[src/hw/rtl/nfcs_pkg.sv]
// ----------------------------------------------------------------------------
// nfcs_pkg
// Types, constants and the control store of the NAND command sequencer.
// ----------------------------------------------------------------------------
package nfcs_pkg;

	// field widths at the ports
	localparam int OP_W     = 4;
	localparam int COL_W    = 12;
	localparam int PAGE_W   = 6;
	localparam int BLK_W    = 10;
	localparam int KIND_W   = 3;

	// address packing
	localparam int COLUMN_BITS = 12;
	localparam int PAGE_BITS   = 6;
	localparam int BLOCK_BITS  = 10;

	localparam int ID_BYTES_DEF = 5;

	// configuration port
	localparam int APB_AW = 3;
	localparam int APB_DW = 32;
	localparam logic REG_WP_IDX = 1'b0;

	// operation codes
	localparam logic [OP_W-1:0] OP_RESET   = 4'd0;
	localparam logic [OP_W-1:0] OP_READ_ID = 4'd1;
	localparam logic [OP_W-1:0] OP_STATUS  = 4'd2;
	localparam logic [OP_W-1:0] OP_RSETUP  = 4'd3;
	localparam logic [OP_W-1:0] OP_ERASE   = 4'd4;
	localparam logic [OP_W-1:0] OP_PSETUP  = 4'd5;
	localparam logic [OP_W-1:0] OP_WRITE   = 4'd6;
	localparam logic [OP_W-1:0] OP_READ    = 4'd7;
	localparam logic [OP_W-1:0] OP_CONFIRM = 4'd8;
	localparam logic [OP_W-1:0] OP_END     = 4'd9;

	// NAND command bytes
	localparam logic [7:0] CMD_RESET   = 8'hFF;
	localparam logic [7:0] CMD_READ_ID = 8'h90;
	localparam logic [7:0] CMD_STATUS  = 8'h70;
	localparam logic [7:0] CMD_READ1   = 8'h00;
	localparam logic [7:0] CMD_READ2   = 8'h30;
	localparam logic [7:0] CMD_ERASE1  = 8'h60;
	localparam logic [7:0] CMD_ERASE2  = 8'hD0;
	localparam logic [7:0] CMD_PROG1   = 8'h80;
	localparam logic [7:0] CMD_PROG2   = 8'h10;
	localparam logic [7:0] ID_ADDR     = 8'h00;

	typedef enum logic [KIND_W-1:0] {
		K_CMD     = 3'd0,
		K_ADDR    = 3'd1,
		K_WRITE   = 3'd2,
		K_READ    = 3'd3,
		K_WAIT    = 3'd4,
		K_RELEASE = 3'd5
	} kind_t;

	// where the bus byte comes from
	typedef enum logic [2:0] {
		SRC_CONST  = 3'd0,
		SRC_COL_LO = 3'd1,
		SRC_COL_HI = 3'd2,
		SRC_ADDR3  = 3'd3,
		SRC_ADDR4  = 3'd4,
		SRC_ERASE3 = 3'd5,
		SRC_DATA   = 3'd6
	} src_t;

	typedef enum logic [1:0] {
		FLOW_NEXT = 2'd0,
		FLOW_LOOP = 2'd1,
		FLOW_JUMP = 2'd2,
		FLOW_END  = 2'd3
	} flow_t;

	localparam int STEP_W = 6;
	typedef logic [STEP_W-1:0] step_t;

	// program entry points
	localparam step_t EP_RESET   = 6'd0;
	localparam step_t EP_READ_ID = 6'd4;
	localparam step_t EP_STATUS  = 6'd8;
	localparam step_t EP_RSETUP  = 6'd12;
	localparam step_t EP_ERASE   = 6'd20;
	localparam step_t EP_PSETUP  = 6'd26;
	localparam step_t EP_WRITE   = 6'd32;
	localparam step_t EP_READ    = 6'd33;
	localparam step_t EP_CONFIRM = 6'd34;
	localparam step_t EP_END     = 6'd36;
	localparam step_t LAST_STEP  = 6'd36;

	typedef struct packed {
		kind_t      kind;
		src_t       src;
		logic [7:0] cbyte;
		flow_t      flow;
		step_t      target;
	} ucode_t;

	// one control word per bus cycle
	typedef struct packed {
		logic       valid;
		logic       chip;
		kind_t      kind;
		src_t       src;
		logic [7:0] cbyte;
		logic       last;
	} issue_t;

	function automatic ucode_t ucode_rom(input step_t step);
		ucode_t w;
		unique case (step)
			// reset
			6'd0:  w = '{K_WAIT,    SRC_CONST,  8'h00,       FLOW_NEXT, EP_RESET};
			6'd1:  w = '{K_CMD,     SRC_CONST,  CMD_RESET,   FLOW_NEXT, EP_RESET};
			6'd2:  w = '{K_WAIT,    SRC_CONST,  8'h00,       FLOW_NEXT, EP_RESET};
			6'd3:  w = '{K_RELEASE, SRC_CONST,  8'h00,       FLOW_END,  EP_RESET};
			// read id
			6'd4:  w = '{K_CMD,     SRC_CONST,  CMD_READ_ID, FLOW_NEXT, EP_RESET};
			6'd5:  w = '{K_ADDR,    SRC_CONST,  ID_ADDR,     FLOW_NEXT, EP_RESET};
			6'd6:  w = '{K_READ,    SRC_CONST,  8'h00,       FLOW_LOOP, EP_RESET};
			6'd7:  w = '{K_RELEASE, SRC_CONST,  8'h00,       FLOW_END,  EP_RESET};
			// status, also the tail of erase and program confirm
			6'd8:  w = '{K_WAIT,    SRC_CONST,  8'h00,       FLOW_NEXT, EP_RESET};
			6'd9:  w = '{K_CMD,     SRC_CONST,  CMD_STATUS,  FLOW_NEXT, EP_RESET};
			6'd10: w = '{K_READ,    SRC_CONST,  8'h00,       FLOW_NEXT, EP_RESET};
			6'd11: w = '{K_RELEASE, SRC_CONST,  8'h00,       FLOW_END,  EP_RESET};
			// read setup
			6'd12: w = '{K_WAIT,    SRC_CONST,  8'h00,       FLOW_NEXT, EP_RESET};
			6'd13: w = '{K_CMD,     SRC_CONST,  CMD_READ1,   FLOW_NEXT, EP_RESET};
			6'd14: w = '{K_ADDR,    SRC_COL_LO, 8'h00,       FLOW_NEXT, EP_RESET};
			6'd15: w = '{K_ADDR,    SRC_COL_HI, 8'h00,       FLOW_NEXT, EP_RESET};
			6'd16: w = '{K_ADDR,    SRC_ADDR3,  8'h00,       FLOW_NEXT, EP_RESET};
			6'd17: w = '{K_ADDR,    SRC_ADDR4,  8'h00,       FLOW_NEXT, EP_RESET};
			6'd18: w = '{K_CMD,     SRC_CONST,  CMD_READ2,   FLOW_NEXT, EP_RESET};
			6'd19: w = '{K_WAIT,    SRC_CONST,  8'h00,       FLOW_END,  EP_RESET};
			// erase
			6'd20: w = '{K_WAIT,    SRC_CONST,  8'h00,       FLOW_NEXT, EP_RESET};
			6'd21: w = '{K_CMD,     SRC_CONST,  CMD_ERASE1,  FLOW_NEXT, EP_RESET};
			6'd22: w = '{K_ADDR,    SRC_ERASE3, 8'h00,       FLOW_NEXT, EP_RESET};
			6'd23: w = '{K_ADDR,    SRC_ADDR4,  8'h00,       FLOW_NEXT, EP_RESET};
			6'd24: w = '{K_CMD,     SRC_CONST,  CMD_ERASE2,  FLOW_NEXT, EP_RESET};
			6'd25: w = '{K_WAIT,    SRC_CONST,  8'h00,       FLOW_JUMP, EP_STATUS};
			// program setup
			6'd26: w = '{K_WAIT,    SRC_CONST,  8'h00,       FLOW_NEXT, EP_RESET};
			6'd27: w = '{K_CMD,     SRC_CONST,  CMD_PROG1,   FLOW_NEXT, EP_RESET};
			6'd28: w = '{K_ADDR,    SRC_COL_LO, 8'h00,       FLOW_NEXT, EP_RESET};
			6'd29: w = '{K_ADDR,    SRC_COL_HI, 8'h00,       FLOW_NEXT, EP_RESET};
			6'd30: w = '{K_ADDR,    SRC_ADDR3,  8'h00,       FLOW_NEXT, EP_RESET};
			6'd31: w = '{K_ADDR,    SRC_ADDR4,  8'h00,       FLOW_END,  EP_RESET};
			// data items
			6'd32: w = '{K_WRITE,   SRC_DATA,   8'h00,       FLOW_END,  EP_RESET};
			6'd33: w = '{K_READ,    SRC_CONST,  8'h00,       FLOW_END,  EP_RESET};
			// program confirm
			6'd34: w = '{K_CMD,     SRC_CONST,  CMD_PROG2,   FLOW_NEXT, EP_RESET};
			6'd35: w = '{K_WAIT,    SRC_CONST,  8'h00,       FLOW_JUMP, EP_STATUS};
			// end of transfer
			6'd36: w = '{K_RELEASE, SRC_CONST,  8'h00,       FLOW_END,  EP_RESET};
			default: w = '{K_RELEASE, SRC_CONST, 8'h00,      FLOW_END,  EP_RESET};
		endcase
		return w;
	endfunction

endpackage

[src/hw/rtl/nfcs_apb.sv]
// ----------------------------------------------------------------------------
// nfcs_apb
// Register port holding the write protect level.
// ----------------------------------------------------------------------------
module nfcs_apb
	import nfcs_pkg::*;
(
	input  logic              clk,
	input  logic              arst_n,
	input  logic              psel,
	input  logic              penable,
	input  logic              pwrite,
	input  logic [APB_AW-1:0] paddr,
	input  logic [APB_DW-1:0] pwdata,
	output logic [APB_DW-1:0] prdata,
	output logic              pready,
	output logic              wp_level
);

	logic wp_q;
	logic wr_en;

	assign pready = 1'b1;
	// word index is the address bit above the byte offset
	assign wr_en  = psel && penable && pwrite && (paddr[2] == REG_WP_IDX);

	always_ff @(posedge clk or negedge arst_n) begin
		if (!arst_n) begin
			wp_q <= 1'b1;
		end else if (wr_en) begin
			wp_q <= pwdata[0];
		end
	end

	always_comb begin
		prdata = '0;
		if (paddr[2] == REG_WP_IDX) begin
			prdata[0] = wp_q;
		end
	end

	assign wp_level = wp_q;

endmodule

[src/hw/rtl/nfcs_sequencer.sv]
// ----------------------------------------------------------------------------
// nfcs_sequencer
// Step counter over the control store, loop counter and transfer state.
// ----------------------------------------------------------------------------
module nfcs_sequencer
	import nfcs_pkg::*;
#(
	parameter int IdBytes = ID_BYTES_DEF
) (
	input  logic            clk,
	input  logic            arst_n,
	input  logic            accept,
	input  logic [OP_W-1:0] op,
	input  logic            chip,
	input  logic            adv,
	output logic            busy,
	output issue_t          issue
);

	localparam int CntW = (IdBytes > 1) ? $clog2(IdBytes) : 1;
	localparam logic [CntW-1:0] CntLast = CntW'(IdBytes - 1);

	logic            busy_q;
	step_t           step_q;
	logic [CntW-1:0] cnt_q;
	logic            active_chip_q;
	logic            xfer_open_q;

	ucode_t w;
	logic   cmd_op;
	logic   data_op;
	logic   start;
	step_t  entry;

	assign w = ucode_rom(step_q);

	always_comb begin
		cmd_op  = (op <= OP_PSETUP);
		data_op = (op >= OP_WRITE) && (op <= OP_END);
		start   = accept && (cmd_op || (data_op && xfer_open_q));
		unique case (op)
			OP_RESET:   entry = EP_RESET;
			OP_READ_ID: entry = EP_READ_ID;
			OP_STATUS:  entry = EP_STATUS;
			OP_RSETUP:  entry = EP_RSETUP;
			OP_ERASE:   entry = EP_ERASE;
			OP_PSETUP:  entry = EP_PSETUP;
			OP_WRITE:   entry = EP_WRITE;
			OP_READ:    entry = EP_READ;
			OP_CONFIRM: entry = EP_CONFIRM;
			OP_END:     entry = EP_END;
			default:    entry = EP_END;
		endcase
	end

	always_ff @(posedge clk or negedge arst_n) begin
		if (!arst_n) begin
			busy_q        <= 1'b0;
			step_q        <= EP_RESET;
			cnt_q         <= '0;
			active_chip_q <= 1'b0;
			xfer_open_q   <= 1'b0;
		end else if (accept) begin
			// a new command closes any open transfer without a release
			if (cmd_op) begin
				active_chip_q <= chip;
				xfer_open_q   <= (op == OP_RSETUP) || (op == OP_PSETUP);
			end else if (op == OP_CONFIRM || op == OP_END) begin
				xfer_open_q <= 1'b0;
			end
			busy_q <= start;
			step_q <= entry;
			cnt_q  <= '0;
		end else if (busy_q && adv) begin
			case (w.flow)
				FLOW_NEXT: step_q <= step_q + 1'b1;
				FLOW_LOOP: begin
					if (cnt_q == CntLast) begin
						step_q <= step_q + 1'b1;
						cnt_q  <= '0;
					end else begin
						cnt_q <= cnt_q + 1'b1;
					end
				end
				FLOW_JUMP: step_q <= w.target;
				FLOW_END:  busy_q <= 1'b0;
				default:   busy_q <= 1'b0;
			endcase
		end
	end

	assign busy = busy_q;

	always_comb begin
		issue.valid = busy_q;
		issue.chip  = active_chip_q;
		issue.kind  = w.kind;
		issue.src   = w.src;
		issue.cbyte = w.cbyte;
		issue.last  = (w.flow == FLOW_END);
	end

	a_end_stops: assert property (@(posedge clk) disable iff (!arst_n)
		busy_q && adv && (w.flow == FLOW_END) |=> !busy_q)
		else $error("sequencer kept running past the final step");

	a_cnt_range: assert property (@(posedge clk) disable iff (!arst_n)
		cnt_q <= CntLast)
		else $error("id read counter out of range");

	a_step_range: assert property (@(posedge clk) disable iff (!arst_n)
		busy_q |-> step_q <= LAST_STEP)
		else $error("step counter outside the program");

	a_hold_step: assert property (@(posedge clk) disable iff (!arst_n)
		busy_q && !adv |=> $stable(step_q) && $stable(cnt_q))
		else $error("step moved while the output was held");

endmodule

[src/hw/rtl/nfcs_datapath.sv]
// ----------------------------------------------------------------------------
// nfcs_datapath
// Address capture, bus byte selection and the output register.
// ----------------------------------------------------------------------------
module nfcs_datapath
	import nfcs_pkg::*;
(
	input  logic              clk,
	input  logic              arst_n,
	input  logic              load,
	input  logic [BLK_W-1:0]  block_addr,
	input  logic [PAGE_W-1:0] page_addr,
	input  logic [COL_W-1:0]  column_addr,
	input  logic [7:0]        data_byte,
	input  issue_t            issue,
	input  logic              wp_level,
	input  logic              out_stall,
	output logic              adv,
	output logic              out_valid,
	output logic [KIND_W-1:0] cycle_kind,
	output logic              chip_select,
	output logic [7:0]        bus_byte,
	output logic              protect_level,
	output logic              last_of_run
);

	logic [BLK_W-1:0]  block_q;
	logic [PAGE_W-1:0] page_q;
	logic [COL_W-1:0]  column_q;
	logic [7:0]        data_q;

	logic              out_valid_q;
	kind_t             kind_q;
	logic              chip_q;
	logic [7:0]        byte_q;
	logic              wp_q;
	logic              last_q;

	logic [BLOCK_BITS-1:0] blk;
	logic [7:0]            byte_sel;

	always_ff @(posedge clk) begin
		if (load) begin
			block_q  <= block_addr;
			page_q   <= page_addr;
			column_q <= column_addr;
			data_q   <= data_byte;
		end
	end

	assign blk = block_q[BLOCK_BITS-1:0];

	always_comb begin
		case (issue.src)
			SRC_CONST:  byte_sel = issue.cbyte;
			SRC_COL_LO: byte_sel = column_q[7:0];
			SRC_COL_HI: byte_sel = 8'(column_q[COLUMN_BITS-1:8]);
			// low block bits sit above the page
			SRC_ADDR3:  byte_sel = 8'({blk, page_q[PAGE_BITS-1:0]});
			SRC_ADDR4:  byte_sel = 8'(blk >> (8 - PAGE_BITS));
			SRC_ERASE3: byte_sel = 8'({blk, PAGE_BITS'(0)});
			SRC_DATA:   byte_sel = data_q;
			default:    byte_sel = 8'h00;
		endcase
	end

	assign adv = !out_valid_q || !out_stall;

	always_ff @(posedge clk or negedge arst_n) begin
		if (!arst_n) begin
			out_valid_q <= 1'b0;
		end else if (adv) begin
			out_valid_q <= issue.valid;
		end
	end

	always_ff @(posedge clk) begin
		if (adv && issue.valid) begin
			kind_q <= issue.kind;
			chip_q <= issue.chip;
			byte_q <= byte_sel;
			wp_q   <= wp_level;
			last_q <= issue.last;
		end
	end

	assign out_valid     = out_valid_q;
	assign cycle_kind    = kind_q;
	assign chip_select   = chip_q;
	assign bus_byte      = byte_q;
	assign protect_level = wp_q;
	assign last_of_run   = last_q;

endmodule

[src/hw/rtl/nand_flash_command_sequencer.sv]
// ----------------------------------------------------------------------------
// nand_flash_command_sequencer
// Expands NAND operation requests for two chips into runs of bus cycles.
// ----------------------------------------------------------------------------
// Each accepted request is played out of a small control store, one bus
// cycle per clock into the output register unless out_stall holds it back;
// write byte and read byte give their data cycle and end a release, and the
// other operations a run of bus cycles. The step counter reads one control
// word a clock while the output advances, so a request occupies the block
// until its last word enters the output register; a data item, confirm or
// end with no open transfer, and an unused op code, give nothing. The next
// request is taken while the last result waits in the output register.
// Write protect sits at byte address 0.
// ----------------------------------------------------------------------------
module nand_flash_command_sequencer
	import nfcs_pkg::*;
#(
	parameter int ID_BYTES = ID_BYTES_DEF
) (
	input  logic              clk,
	input  logic              arst_n,
	// request channel
	input  logic              in_valid,
	output logic              in_stall,
	input  logic [OP_W-1:0]   op,
	input  logic              chip,
	input  logic [BLK_W-1:0]  block_addr,
	input  logic [PAGE_W-1:0] page_addr,
	input  logic [COL_W-1:0]  column_addr,
	input  logic [7:0]        data_byte,
	// bus cycle channel
	output logic              out_valid,
	input  logic              out_stall,
	output logic [KIND_W-1:0] cycle_kind,
	output logic              chip_select,
	output logic [7:0]        bus_byte,
	output logic              protect_level,
	output logic              last_of_run,
	// register port
	input  logic              psel,
	input  logic              penable,
	input  logic              pwrite,
	input  logic [APB_AW-1:0] paddr,
	input  logic [APB_DW-1:0] pwdata,
	output logic [APB_DW-1:0] prdata,
	output logic              pready
);

	logic   accept;
	logic   busy;
	logic   adv;
	logic   wp_level;
	issue_t issue;

	assign in_stall = busy;
	assign accept   = in_valid && !busy;

	nfcs_apb u_apb (
		.clk      (clk),
		.arst_n   (arst_n),
		.psel     (psel),
		.penable  (penable),
		.pwrite   (pwrite),
		.paddr    (paddr),
		.pwdata   (pwdata),
		.prdata   (prdata),
		.pready   (pready),
		.wp_level (wp_level)
	);

	nfcs_sequencer #(
		.IdBytes (ID_BYTES)
	) u_seq (
		.clk    (clk),
		.arst_n (arst_n),
		.accept (accept),
		.op     (op),
		.chip   (chip),
		.adv    (adv),
		.busy   (busy),
		.issue  (issue)
	);

	nfcs_datapath u_dp (
		.clk           (clk),
		.arst_n        (arst_n),
		.load          (accept),
		.block_addr    (block_addr),
		.page_addr     (page_addr),
		.column_addr   (column_addr),
		.data_byte     (data_byte),
		.issue         (issue),
		.wp_level      (wp_level),
		.out_stall     (out_stall),
		.adv           (adv),
		.out_valid     (out_valid),
		.cycle_kind    (cycle_kind),
		.chip_select   (chip_select),
		.bus_byte      (bus_byte),
		.protect_level (protect_level),
		.last_of_run   (last_of_run)
	);

endmodule

[config.mk]
export PLATFORM = sky130hd
export DESIGN_NAME = nand_flash_command_sequencer
export DESIGN_NICKNAME = d
export VERILOG_FILES = /design/src/hw/rtl/nfcs_pkg.sv /design/src/hw/rtl/nfcs_apb.sv /design/src/hw/rtl/nfcs_sequencer.sv /design/src/hw/rtl/nfcs_datapath.sv /design/src/hw/rtl/nand_flash_command_sequencer.sv
export SDC_FILE = /design/constraint.sdc
export NUM_CORES = 1
export LEC_CHECK = 0
export ABC_CLOCK_PERIOD_IN_PS = 4600
export BUFFER_PORTS_ARGS = -buffer_cell sky130_fd_sc_hd__clkbuf_2
export CORE_ASPECT_RATIO = 1.4
export CORE_MARGIN = 1
export CORE_UTILIZATION = 28
export CTS_CLUSTER_SIZE = 10
export DETAILED_ROUTE_END_ITERATION = 16
export PLACE_DENSITY = 0.55
export SLEW_MARGIN = 25
export SYNTH_ARGS = -nofsm -noshare
export SYNTH_HDL_FRONTEND = slang
export SYNTH_HIERARCHICAL = 1
export SYNTH_SLANG_ARGS = --single-unit
[constraint.sdc]
create_clock -name clk -period 4.6 [get_ports clk]
set_input_delay 0.69 -clock clk [delete_from_list [all_inputs] [get_ports clk]]
set_output_delay 0.69 -clock clk [all_outputs]
set_load 0.02 [all_outputs]
==> reports/summary.log, run 1 <==
INFO  logic_synthesis synth_warnings=6
INFO  clock_tree     clockBufferDepth=2
INFO  timing         fin_crit_sh=67.5%
INFO  final_layout   post-route-util=33.1%
INFO  clock_tree     holdBufCountCts=0
INFO  final_layout   num-nets-final=514
INFO  floorplanning  die_area=0.0150mm^2
INFO  logic_synthesis synth.lib_cells_used.distinct=76
INFO  floorplanning  die_h=144um
INFO  logic_synthesis synth.yosys.seq_area_share=45.7%
INFO  setup_path     crit_path_max_fanout=16
INFO  global_routing number_of_global_route_vias_before_repair=2781
INFO  drt            drc_errors=0
INFO  setup_path     critPathMostFrequentCell=sky130_fd_sc_hd__ha_1
INFO  clock_tree     cts.reportedPaths.clkPinSlew=0.06ns
INFO  pwr            power.ir.vdd_worst=0.000206V
INFO  logic_synthesis synthFlopType=sky130_fd_sc_hd__edfxtp_1
INFO  clock_tree     tritoncts=built
INFO  timing         post-route-min-period=3.11ns
INFO  drt            wl=8950um
INFO  final_layout   drive_above_1_share=26.7%
INFO  global_routing first_pass_grt_wire_length=14200um
INFO  final_layout   flow.area_growth_from_synthesis=14.5%
INFO  final_layout   n_fill_cell=1441
INFO  setup_path     setup.worst_path.start_class=flop
INFO  clock_tree     clock_sinks=64
INFO  timing         max_freq=0.322GHz
INFO  floorplanning  die_width=104um
INFO  global_routing grt_start_max_net_pins=50
INFO  placed_design  io_buffers=66
INFO  logic_synthesis async_reset_ff_share=21.9%
INFO  drt            initial_drc_count=107
INFO  global_routing grt.overflow.total=0
INFO  floorplanning  ios=132
INFO  logic_synthesis synthesis.area_per_instance=11.3um^2
INFO  logic_synthesis postSynthRegisterBits=64
INFO  floorplanning  row_count=51
INFO  timing         hold_viol_final=0
INFO  clock_tree     htreeDepth=3
INFO  setup_path     slowest_delay=0.57ns
INFO  drt            route.vias.total=2802
INFO  setup_path     worst_ep_arrival_time=3.17ns
INFO  min_path       min-delay-path-class=input pin to asynchronous set/reset pin
INFO  timing         totalNegativeSetupSlack=0ns
INFO  clock_tree     clock-root-buffer=sky130_fd_sc_hd__clkbuf_16
INFO  setup_path     cp-end-kind=flop
INFO  logic_synthesis synth.cell_area=0.00406mm^2
INFO  logic_synthesis syn_inst=359
INFO  drt            route.detailed.vias_per_inst=4.64
INFO  floorplanning  initial_utilization=28.9%
INFO  global_routing grt_antenna_before_repair=0
INFO  timing         final_setup_viols=0
INFO  flow_run       cap_viol_max_count=0
INFO  logic_synthesis synth_edf_count=50
INFO  setup_path     cp.required=4.67ns
INFO  timing         final_max_slew_viol_count=0
INFO  pwr            cellLeakagePower=1.88nW
INFO  drt            ant_nets=0
INFO  setup_path     critical_path.cell_chain=ha_1 > ha_1 > nand2b_1 > nand3_1 > nand2_1 > nor2b_1 > a221oi_2 > o22ai_1
INFO  clock_tree     clkLatencyLatePin=0.33ns
INFO  global_routing grt_util_all_layers=12.5%
INFO  timing         relSlewSlack=34.9%
INFO  drt            drt_first_pass_iters=4
INFO  setup_path     timing_worst_setup_path_type=flop to flop
INFO  placed_design  detailedPlacementHpwl=6360um
INFO  floorplanning  design.core.area=0.0140mm^2
INFO  clock_tree     post-cts-setup-buffer-count=0
INFO  clock_tree     numCtsBuffers=9
INFO  status         run_status=finished, final reports clean
INFO  timing         rsz_0062_raised_after_global_routing=no
INFO  final_layout   antenna_cells=0
INFO  timing         tightestPinTransition=0.977ns
INFO  drt            routed_wire_length_per_instance=14.8um
INFO  timing         setup_skew=0.00681ns
INFO  clock_tree     post_cts_resized=0
INFO  placed_design  finalWeightedCongestion=0.828
INFO  setup_path     critical_path.slowest_cell=sky130_fd_sc_hd__dfrtp_1
INFO  pwr            power_per_cell_area=627mW/mm^2
worst max-delay path, delay by kind of cell, from the launching register on:
family                     cells  cell delay [ns]
DFF                            1             0.57
AOI/OAI and AO/OA              2             0.54
and+or+nand+nor                4             1.03
adders and majority gates      2             0.70
metrics by stage:
stage,instances,setup WS [ns],instance area (um^2),hold slack (ns),power [mW]
floorplan,389,1.82,4170,0.394,2.02
global placement,588,1.55,4360,0.443,2.24
detailed placement,588,1.50,4360,0.442,2.27
CTS,604,1.49,4650,0.282,2.94
global route,604,1.22,4650,0.295,3.10
finish,604,1.49,4650,0.273,2.91
flip-flops by register name (all words and copies together) (netlist names):
| register | count |
|---|---|
| u_dp/blk | 10 |
| u_dp/page_q | 6 |
| u_dp/last_of_run | 1 |
| u_seq/xfer_open_q | 1 |
| u_seq/busy | 1 |
| u_dp/bus_byte | 8 |
| u_seq/cnt_q | 3 |
| u_dp/cycle_kind | 3 |
| u_seq/step_q | 6 |
| u_dp/data_q | 8 |
| u_apb/wp_level | 1 |
| u_dp/out_valid | 1 |
| u_dp/protect_level | 1 |
| u_dp/chip_select | 1 |
| u_dp/column_q | 12 |
| u_seq/active_chip_q | 1 |
cells by family after synthesis:
| kind of cell | after synthesis | synth area share (%) |
|---|---|---|
| buf+inv | 66 | 11.0 |
| xor+xnor | 2 | 0.432 |
| simple gates | 98 | 14.8 |
| flops | 64 | 45.7 |
| fa+ha+maj | 17 | 5.24 |
| compound gates | 83 | 15.7 |
| mux | 27 | 6.94 |
| other cells | 2 | 0.185 |
area by class of cell:
cell class | count | area, um^2 | share of cell area [%]
Inverter | 10 | 37.5 | 0.808
Clock buffer | 10 | 229 | 4.93
Multi-Input combinational cell | 259 | 1880 | 40.4
Tap cell | 185 | 231 | 4.98
Clock inverter | 6 | 60.1 | 1.29
Sequential cell | 64 | 1850 | 39.9
Timing Repair Buffer | 70 | 360 | 7.75
cells in the mapped netlist, drive strengths merged, types with 5 or more instances:
cell     n  area (um^2)
dfrtp   13          325
nor2    19         71.3
clkbuf   5         18.8
nand3    6         35.0
o21ai   14         81.3
nor3b    6         60.1
nor2b    9         63.8
buf     51          392
edfxtp  50         1500
nand2b   6         37.5
a21oi   24          120
ha      17          213
nand2   21         81.3
mux2     6         71.3
or3      5         31.3
mux2i   21          210
and2     5         33.8
inv     10         37.5
a31oi    5         46.3
report_power, final:
part           leakage [nW]  switching, mW  internal [mW]  total (mW)
registers             0.655          0.163          0.839        1.00
clock network         0.138          0.243          0.416       0.658
logic                  1.08          0.754          0.498        1.25
total                  1.88           1.16           1.75        2.91
path summary, 6_finish.rpt:
kind / startpoint / to / slack, ns / depth (start not counted)
max reg2reg: u_seq/step_q[1] / u_dp/bus_byte[2] / 1.49 / 8
min in group clk: u_seq/active_chip_q / u_dp/chip_select / 0.45 / 0
min: arst_n / u_seq/xfer_open_q / 0.27 / 1
max in group asynchronous: arst_n / u_apb/wp_level / 4.00 / 1
min reg2reg: u_seq/active_chip_q / u_dp/chip_select / 0.45 / 0
max: u_seq/step_q[1] / u_dp/bus_byte[2] / 1.49 / 8
per-layer routing:
layer | vias up | GRT usage (%) | share of wire, %
met3 | 13 | 2.93 | 4.0
li1 | 1358 | - | -
met2 | 84 | 22.2 | 52
met1 | 1347 | 14.2 | 42
met4 | 0 | 6.02 | 2.4
met5 | - | 0 | 0
layout by cell type (no fill, tap or decap), drive strengths merged, types with 10 or more instances in the layout:
cell	instances
clkbuf	76
conb	32
dfrtp	13
a21oi	24
o21ai	14
ha	17
inv	10
edfxtp	50
nand2	21
mux2i	21
nor2	19
Power figures use the tool's default switching activity.
==> inputs of run 2 (changes only) <==
--- a/config.mk
+++ b/config.mk
@@ -5,7 +5,7 @@
 export SDC_FILE = /design/constraint.sdc
 export NUM_CORES = 1
 export LEC_CHECK = 0
-export ABC_CLOCK_PERIOD_IN_PS = 4600
+export ABC_CLOCK_PERIOD_IN_PS = 2880
 export BUFFER_PORTS_ARGS = -buffer_cell sky130_fd_sc_hd__clkbuf_2
 export CORE_ASPECT_RATIO = 1.4
 export CORE_MARGIN = 1
==> constraint.sdc (replaced) <==
create_clock -name clk -period 2.88 [get_ports clk]
set_input_delay 0.432 -clock clk [delete_from_list [all_inputs] [get_ports clk]]
set_output_delay 0.432 -clock clk [all_outputs]
set_load 0.02 [all_outputs]
==> run 2 against run 1 <==
Effect of this change:
- global-route usage rose by 0.53 points
- clock-buffer cell count rose by 1
- clock power rose by 70%
- critical path type unchanged
==> reports/summary.log, run 2 (synthesized netlist as in run 1, its figures left out) <==
INFO  status         run_status=finished, final reports clean [unchanged]
INFO  floorplanning  die_area=0.0150mm^2 [unchanged]
INFO  clock_tree     htreeDepth=3 [unchanged]
INFO  timing         final_max_slew_viol_count=0 [unchanged]
INFO  placed_design  io_buffers=66 [unchanged]
INFO  global_routing grt.overflow.total=0 [unchanged]
INFO  timing         post-route-min-period=2.69ns [was 3.11 ns]
INFO  drt            route.vias.total=2909 [was 2802]
INFO  timing         totalNegativeSetupSlack=0ns [unchanged]
INFO  floorplanning  ios=132 [unchanged]
INFO  setup_path     timing_worst_setup_path_type=flop to flop [unchanged]
INFO  global_routing first_pass_grt_wire_length=14700um [was 14200 um]
INFO  pwr            cellLeakagePower=1.95nW [was 1.88 nW]
INFO  timing         relSlewSlack=42.1% [was 34.9%]
INFO  min_path       min-delay-path-class=input pin to asynchronous set/reset pin [unchanged]
INFO  global_routing grt_antenna_before_repair=0 [unchanged]
INFO  final_layout   antenna_cells=0 [unchanged]
INFO  floorplanning  die_h=144um [unchanged]
INFO  drt            drt_first_pass_iters=5 [was 4]
INFO  setup_path     reg2reg_setup_slack=0.19ns [was 1.49 ns]
INFO  timing         finalHoldWorstSlack=0.0151ns [was 0.273 ns]
INFO  setup_path     reg2reg_capture_point=u_dp/bus_byte[2] [unchanged]
INFO  timing         final_setup_viols=0 [unchanged]
INFO  final_layout   post-route-cell-area=0.00476mm^2 [was 0.00465 mm^2]
INFO  pwr            power_per_cell_area=1010mW/mm^2 [was 627 mW/mm^2]
INFO  timing         tightestPinTransition=0.869ns [was 0.977 ns]
INFO  pwr            total_power=4.83mW [was 2.91 mW]
INFO  timing         rsz_0062_raised_after_global_routing=no [unchanged]
INFO  clock_tree     numCtsBuffers=9 [unchanged]
INFO  drt            drc_errors=0 [unchanged]
INFO  timing         setup_skew=0.00788ns [was 0.00681 ns]
INFO  clock_tree     clock-root-buffer=sky130_fd_sc_hd__clkbuf_16 [unchanged]
INFO  drt            initial_drc_count=132 [was 107]
INFO  clock_tree     clockBufferDepth=2 [unchanged]
INFO  placed_design  detailedPlacementHpwl=6860um [was 6360 um]
INFO  setup_path     cp-end-kind=flop [unchanged]
INFO  final_layout   flow.area_growth_from_synthesis=17.4% [was 14.5%]
INFO  timing         setup_ws=0.194ns [was 1.49 ns]
INFO  final_layout   post-route-util=33.9% [was 33.1%]
INFO  final_layout   layout.cells.most_common=sky130_fd_sc_hd__clkbuf_2 [unchanged]
INFO  final_layout   drive_above_1_share=28.2% [was 26.7%]
INFO  setup_path     crit-reg2reg-launch=u_seq/step_q[1] [unchanged]
INFO  clock_tree     tritoncts=built [unchanged]
INFO  final_layout   num-nets-final=527 [was 514]
INFO  setup_path     setup.worst_path.start_class=flop [unchanged]
INFO  floorplanning  row_count=51 [unchanged]
INFO  final_layout   largest_register_ff_count=12 [unchanged]
INFO  timing         fin_crit_sh=93.3% [was 67.5%]
INFO  drt            routed_wire_length_per_instance=15.2um [was 14.8 um]
INFO  placed_design  placed_cells=601 [was 588]
INFO  final_layout   stdcell_count=617 [was 604]
INFO  global_routing grt_util_all_layers=13.0% [was 12.5%]
INFO  floorplanning  design.core.area=0.0140mm^2 [unchanged]
INFO  flow_run       cap_viol_max_count=0 [unchanged]
INFO  setup_path     crit_path_max_fanout=7 [was 16]
INFO  setup_path     worst-r2r-cell-count=9 [was 8]
INFO  timing         hold_viol_final=0 [unchanged]
INFO  clock_tree     cts.reportedPaths.clkPinSlew=0.06ns [about the same]
INFO  final_layout   n_fill_cell=1431 [was 1441]
INFO  clock_tree     clock_sinks=64 [unchanged]
INFO  clock_tree     post-cts-setup-buffer-count=0 [unchanged]
INFO  drt            route.detailed.vias_per_inst=4.71 [was 4.64]
INFO  setup_path     cp.required=2.95ns [was 4.67 ns]
INFO  global_routing grt_start_max_net_pins=40 [was 50]
INFO  final_layout   regMostFlops=u_dp/column_q [unchanged]
INFO  setup_path     worst_ep_arrival_time=2.75ns [was 3.17 ns]
INFO  timing         max_freq=0.372GHz [was 0.322 GHz]
INFO  placed_design  pre_cts_slack=0.113ns [was 1.50 ns]
INFO  floorplanning  initial_utilization=28.9% [unchanged]
INFO  global_routing number_of_global_route_vias_before_repair=2840 [was 2781]
INFO  clock_tree     clkLatencyLatePin=0.34ns [was 0.33 ns]
INFO  final_layout   layout.cells.most_common_list=sky130_fd_sc_hd__clkbuf_2, sky130_fd_sc_hd__edfxtp_1, sky130_fd_sc_hd__conb_1 [unchanged]
INFO  placed_design  finalWeightedCongestion=0.824 [was 0.828]
INFO  floorplanning  die_width=104um [unchanged]
INFO  drt            wl=9360um [was 8950 um]
INFO  placed_design  placed_cell_area=0.00446mm^2 [was 0.00436 mm^2]
INFO  drt            ant_nets=0 [unchanged]
INFO  pwr            power.ir.vdd_worst=0.000385V [was 0.000206 V]
-- run 2: final cells by class --
class                   count  area (um^2)  share of cell area [%]
flip-flops and latches     64         1850                    38.9
multi-input cells         259         1880                    39.4
clock buffers              11          233                    4.89
repair buffers             83          458                    9.62
clock inverters             5         71.3                    1.50
well taps                 185          231                    4.86
inverters                  10         37.5                   0.788
-- run 2: layer usage --
| layer | track usage (%) | vias to the layer above | routed length [um] |
|---|---|---|---|
| met1 | 14.3 | 1389 | 3740 |
| met2 | 23.5 | 112 | 4910 |
| met4 | 6.77 | 0 | 252 |
| met5 | 0 | - | 0 |
| li1 | - | 1387 | - |
| met3 | 3.20 | 21 | 452 |
-- run 2: worst max-delay path by stage --
stage | from | end | slack (ns) | cells after the start
2_1_floorplan | u_seq/step_q[1] | u_dp/bus_byte[6] | 0.1 | 9
3_3_place_gp | u_seq/step_q[1] | u_dp/bus_byte[2] | 0.15 | 9
3_5_place_dp | u_seq/step_q[1] | u_dp/bus_byte[2] | 0.11 | 9
4_1_cts | u_seq/step_q[1] | u_dp/bus_byte[2] | 0.11 | 9
5_1_grt | u_seq/step_q[1] | u_dp/bus_byte[5] | 0.004 | 11
6_report | u_seq/step_q[1] | u_dp/bus_byte[2] | 0.19 | 9
-- run 2: critical path, cell delays in order, from the launching register on --
cell	delay, ns
sky130_fd_sc_hd__dfrtp_1	0.37
sky130_fd_sc_hd__inv_1	0.14
sky130_fd_sc_hd__ha_1	0.30
sky130_fd_sc_hd__nor2b_2	0.24
sky130_fd_sc_hd__o21ai_0	0.12
sky130_fd_sc_hd__a2111oi_2	0.37
sky130_fd_sc_hd__buf_4	0.20
sky130_fd_sc_hd__and2b_1	0.24
sky130_fd_sc_hd__a221oi_2	0.30
sky130_fd_sc_hd__o22ai_1	0.13
-- run 2: where the power goes --
group	switching, mW	internal (mW)
clock	0.373	0.748
combinational	1.33	0.870
sequential	0.163	1.34
total	1.87	2.96
-- run 2: repair_timing --
item,4_1_cts,5_1_grt
setup endpoints to repair,0,3
resized for setup,0,1
hold buffers,0,0
==> inputs of run 3 (changes only) <==
--- a/config.mk
+++ b/config.mk
@@ -13,6 +13,7 @@
 export CTS_CLUSTER_SIZE = 10
 export DETAILED_ROUTE_END_ITERATION = 16
 export PLACE_DENSITY = 0.55
+export RECOVER_POWER = 25
 export SLEW_MARGIN = 25
 export SYNTH_ARGS = -nofsm -noshare
 export SYNTH_HDL_FRONTEND = slang
==> run 3 against run 2 <==
Effect of this change:
- maximum frequency shrank 0.34%
- setup slack lost 0.0093 ns
- sequential share of layout area is essentially flat
- core utilization is essentially flat
- sequential power is essentially flat
- total power grew 0.11%
- largest cell class unchanged
==> reports/summary.log, run 3 (synthesized netlist as in run 1, its figures left out) <==
INFO  placed_design  pre_cts_slack=0.113ns [unchanged]
INFO  drt            drc_errors=0 [unchanged]
INFO  global_routing grt_util_all_layers=13.0% [unchanged]
INFO  setup_path     timing_worst_setup_path_type=flop to flop [unchanged]
INFO  timing         final_setup_viols=0 [unchanged]
INFO  floorplanning  initial_utilization=28.9% [unchanged]
INFO  setup_path     reg2reg_capture_point=u_dp/bus_byte[2] [unchanged]
INFO  timing         rsz_0062_raised_after_global_routing=no [unchanged]
INFO  setup_path     crit_start=u_seq/step_q[1] [unchanged]
INFO  floorplanning  ios=132 [unchanged]
INFO  pwr            power_per_cell_area=1020mW/mm^2 [was 1010 mW/mm^2]
INFO  floorplanning  row_count=51 [unchanged]
INFO  pwr            cellLeakagePower=1.95nW [about the same]
INFO  clock_tree     numCtsBuffers=9 [unchanged]
INFO  clock_tree     clock-root-buffer=sky130_fd_sc_hd__clkbuf_16 [unchanged]
INFO  final_layout   drive_above_1_share=28.0% [was 28.2%]
INFO  drt            drt_first_pass_iters=4 [was 5]
INFO  status         run_status=finished, final reports clean [unchanged]
INFO  timing         finalHoldWorstSlack=0.191ns [was 0.0151 ns]
INFO  clock_tree     cts.reportedPaths.clkPinSlew=0.06ns [about the same]
INFO  placed_design  finalWeightedCongestion=0.824 [unchanged]
INFO  floorplanning  design.core.area=0.0140mm^2 [unchanged]
INFO  timing         hold_viol_final=0 [unchanged]
INFO  final_layout   flow.area_growth_from_synthesis=17.3% [was 17.4%]
INFO  placed_design  placed_cells=601 [unchanged]
INFO  drt            route.vias.total=2895 [was 2909]
INFO  final_layout   layout.cells.most_common=sky130_fd_sc_hd__clkbuf_2 [unchanged]
INFO  timing         post-route-min-period=2.70ns [was 2.69 ns]
INFO  global_routing first_pass_grt_wire_length=14700um [unchanged]
INFO  final_layout   num-nets-final=527 [unchanged]
INFO  timing         fin_crit_sh=93.6% [was 93.3%]
INFO  timing         totalNegativeSetupSlack=0ns [unchanged]
INFO  drt            route.detailed.vias_per_inst=4.69 [was 4.71]
INFO  setup_path     worst-r2r-cell-count=9 [unchanged]
INFO  setup_path     reg2reg_setup_slack=0.18ns [was 0.19 ns]
INFO  clock_tree     clkLatencyLatePin=0.34ns [about the same]
INFO  final_layout   post-route-util=33.9% [about the same]
INFO  clock_tree     htreeDepth=3 [unchanged]
INFO  floorplanning  die_h=144um [unchanged]
INFO  final_layout   regMostFlops=u_dp/column_q [unchanged]
INFO  flow_run       cap_viol_max_count=0 [unchanged]
INFO  min_path       min-delay-path-class=input pin to asynchronous set/reset pin [unchanged]
INFO  global_routing grt_start_max_net_pins=40 [unchanged]
INFO  timing         tightestPinTransition=0.878ns [was 0.869 ns]
INFO  setup_path     critical_path.slowest_cell=sky130_fd_sc_hd__dfrtp_1 [unchanged]
INFO  final_layout   post-route-cell-area=0.00476mm^2 [about the same]
INFO  final_layout   largest_register_ff_count=12 [unchanged]
INFO  setup_path     worst_ep_arrival_time=2.76ns [was 2.75 ns]
INFO  setup_path     crit-reg2reg-launch=u_seq/step_q[1] [unchanged]
INFO  setup_path     crit_end=u_dp/bus_byte[2] [unchanged]
INFO  placed_design  placed_cell_area=0.00446mm^2 [unchanged]
INFO  setup_path     cp.required=2.95ns [about the same]
INFO  pwr            power.ir.vdd_worst=0.000385V [about the same]
INFO  timing         relSlewSlack=41.5% [was 42.1%]
INFO  placed_design  detailedPlacementHpwl=6860um [unchanged]
INFO  clock_tree     tritoncts=built [unchanged]
INFO  timing         setup_ws=0.185ns [was 0.194 ns]
INFO  global_routing number_of_global_route_vias_before_repair=2840 [unchanged]
INFO  pwr            total_power=4.84mW [was 4.83 mW]
INFO  timing         max_freq=0.371GHz [was 0.372 GHz]
INFO  clock_tree     clock_sinks=64 [unchanged]
INFO  setup_path     cp-end-kind=flop [unchanged]
INFO  global_routing grt.overflow.total=0 [unchanged]
INFO  setup_path     slowest_delay=0.37ns [about the same]
INFO  drt            routed_wire_length_per_instance=15.2um [about the same]
INFO  floorplanning  die_area=0.0150mm^2 [unchanged]
INFO  timing         final_max_slew_viol_count=0 [unchanged]
INFO  setup_path     critical_path.cell_chain=inv_1 > ha_1 > nor2b_2 > o21ai_0 > a2111oi_2 > buf_4 > and2b_1 > a221oi_2 > o22ai_1 [unchanged]
INFO  final_layout   layout.cells.most_common_list=sky130_fd_sc_hd__clkbuf_2, sky130_fd_sc_hd__edfxtp_1, sky130_fd_sc_hd__conb_1 [unchanged]
INFO  final_layout   antenna_cells=0 [unchanged]
INFO  global_routing grt_antenna_before_repair=0 [unchanged]
INFO  clock_tree     clockBufferDepth=2 [unchanged]
INFO  floorplanning  die_width=104um [unchanged]
INFO  timing         setup_skew=0.00769ns [was 0.00788 ns]
INFO  drt            ant_nets=0 [unchanged]
INFO  final_layout   stdcell_count=617 [unchanged]
INFO  drt            wl=9360um [about the same]
INFO  drt            initial_drc_count=132 [unchanged]
INFO  setup_path     setup.worst_path.start_class=flop [unchanged]
INFO  setup_path     crit_path_max_fanout=7 [unchanged]
INFO  placed_design  io_buffers=66 [unchanged]
[run 3: cell counts in the layout (fill, tap and decap cells not counted)]
Identical to the previous run, type by type.
[run 3: layout make-up]
class | instances | area [um^2]
inverters | 10 | 37.5
clock inverters | 5 | 71.3
clock buffers | 11 | 233
well taps | 185 | 231
fillers | 1432 | 9280
multi-input cells | 259 | 1880
flip-flops and latches | 64 | 1850
repair buffers | 83 | 457
[run 3: worst min path at each step]
stage | slack (ns) | cells after the start | end
after detailed placement | 0.39 | 1 | u_seq/step_q[0]
after global routing | 0.26 | 1 | u_dp/data_q[0]
after CTS | 0.03 | 1 | u_seq/xfer_open_q
final | 0.19 | 1 | u_seq/xfer_open_q
after floorplan | 0.14 | 0 | u_dp/out_valid
after global placement | 0.39 | 1 | u_seq/step_q[2]
[run 3: routing by layer]
metal | up-vias | global-route usage, % | wire, um
met2 | 113 | 23.5 | 4920
li1 | 1388 | - | -
met3 | 17 | 3.20 | 462
met5 | - | 0 | 0
met1 | 1377 | 14.3 | 3730
met4 | 0 | 6.77 | 243
[run 3: critical path, delay by kind of cell, from the launching register on]
kind,cells,cell delay (ns)
flip-flops,1,0.37
adder cells (fa/ha/maj),1,0.31
buffers and inverters,2,0.34
AND/OR/NAND/NOR,2,0.48
AO/OA/AOI/OAI,4,0.92
[run 3: timing repair]
action / 4_1_cts / 5_1_grt
endpoints found under the hold margin: 0 / 0
setup buffers: 0 / 0
gates resized for setup: 0 / 1
hold buffers: 0 / 0
endpoints found under the setup margin: 0 / 3
[run 3: report_power, final]
part | total, mW | switching [mW] | internal (mW)
logic | 2.21 | 1.34 | 0.870
clock network | 1.12 | 0.375 | 0.748
registers | 1.50 | 0.162 | 1.34
total | 4.84 | 1.87 | 2.96
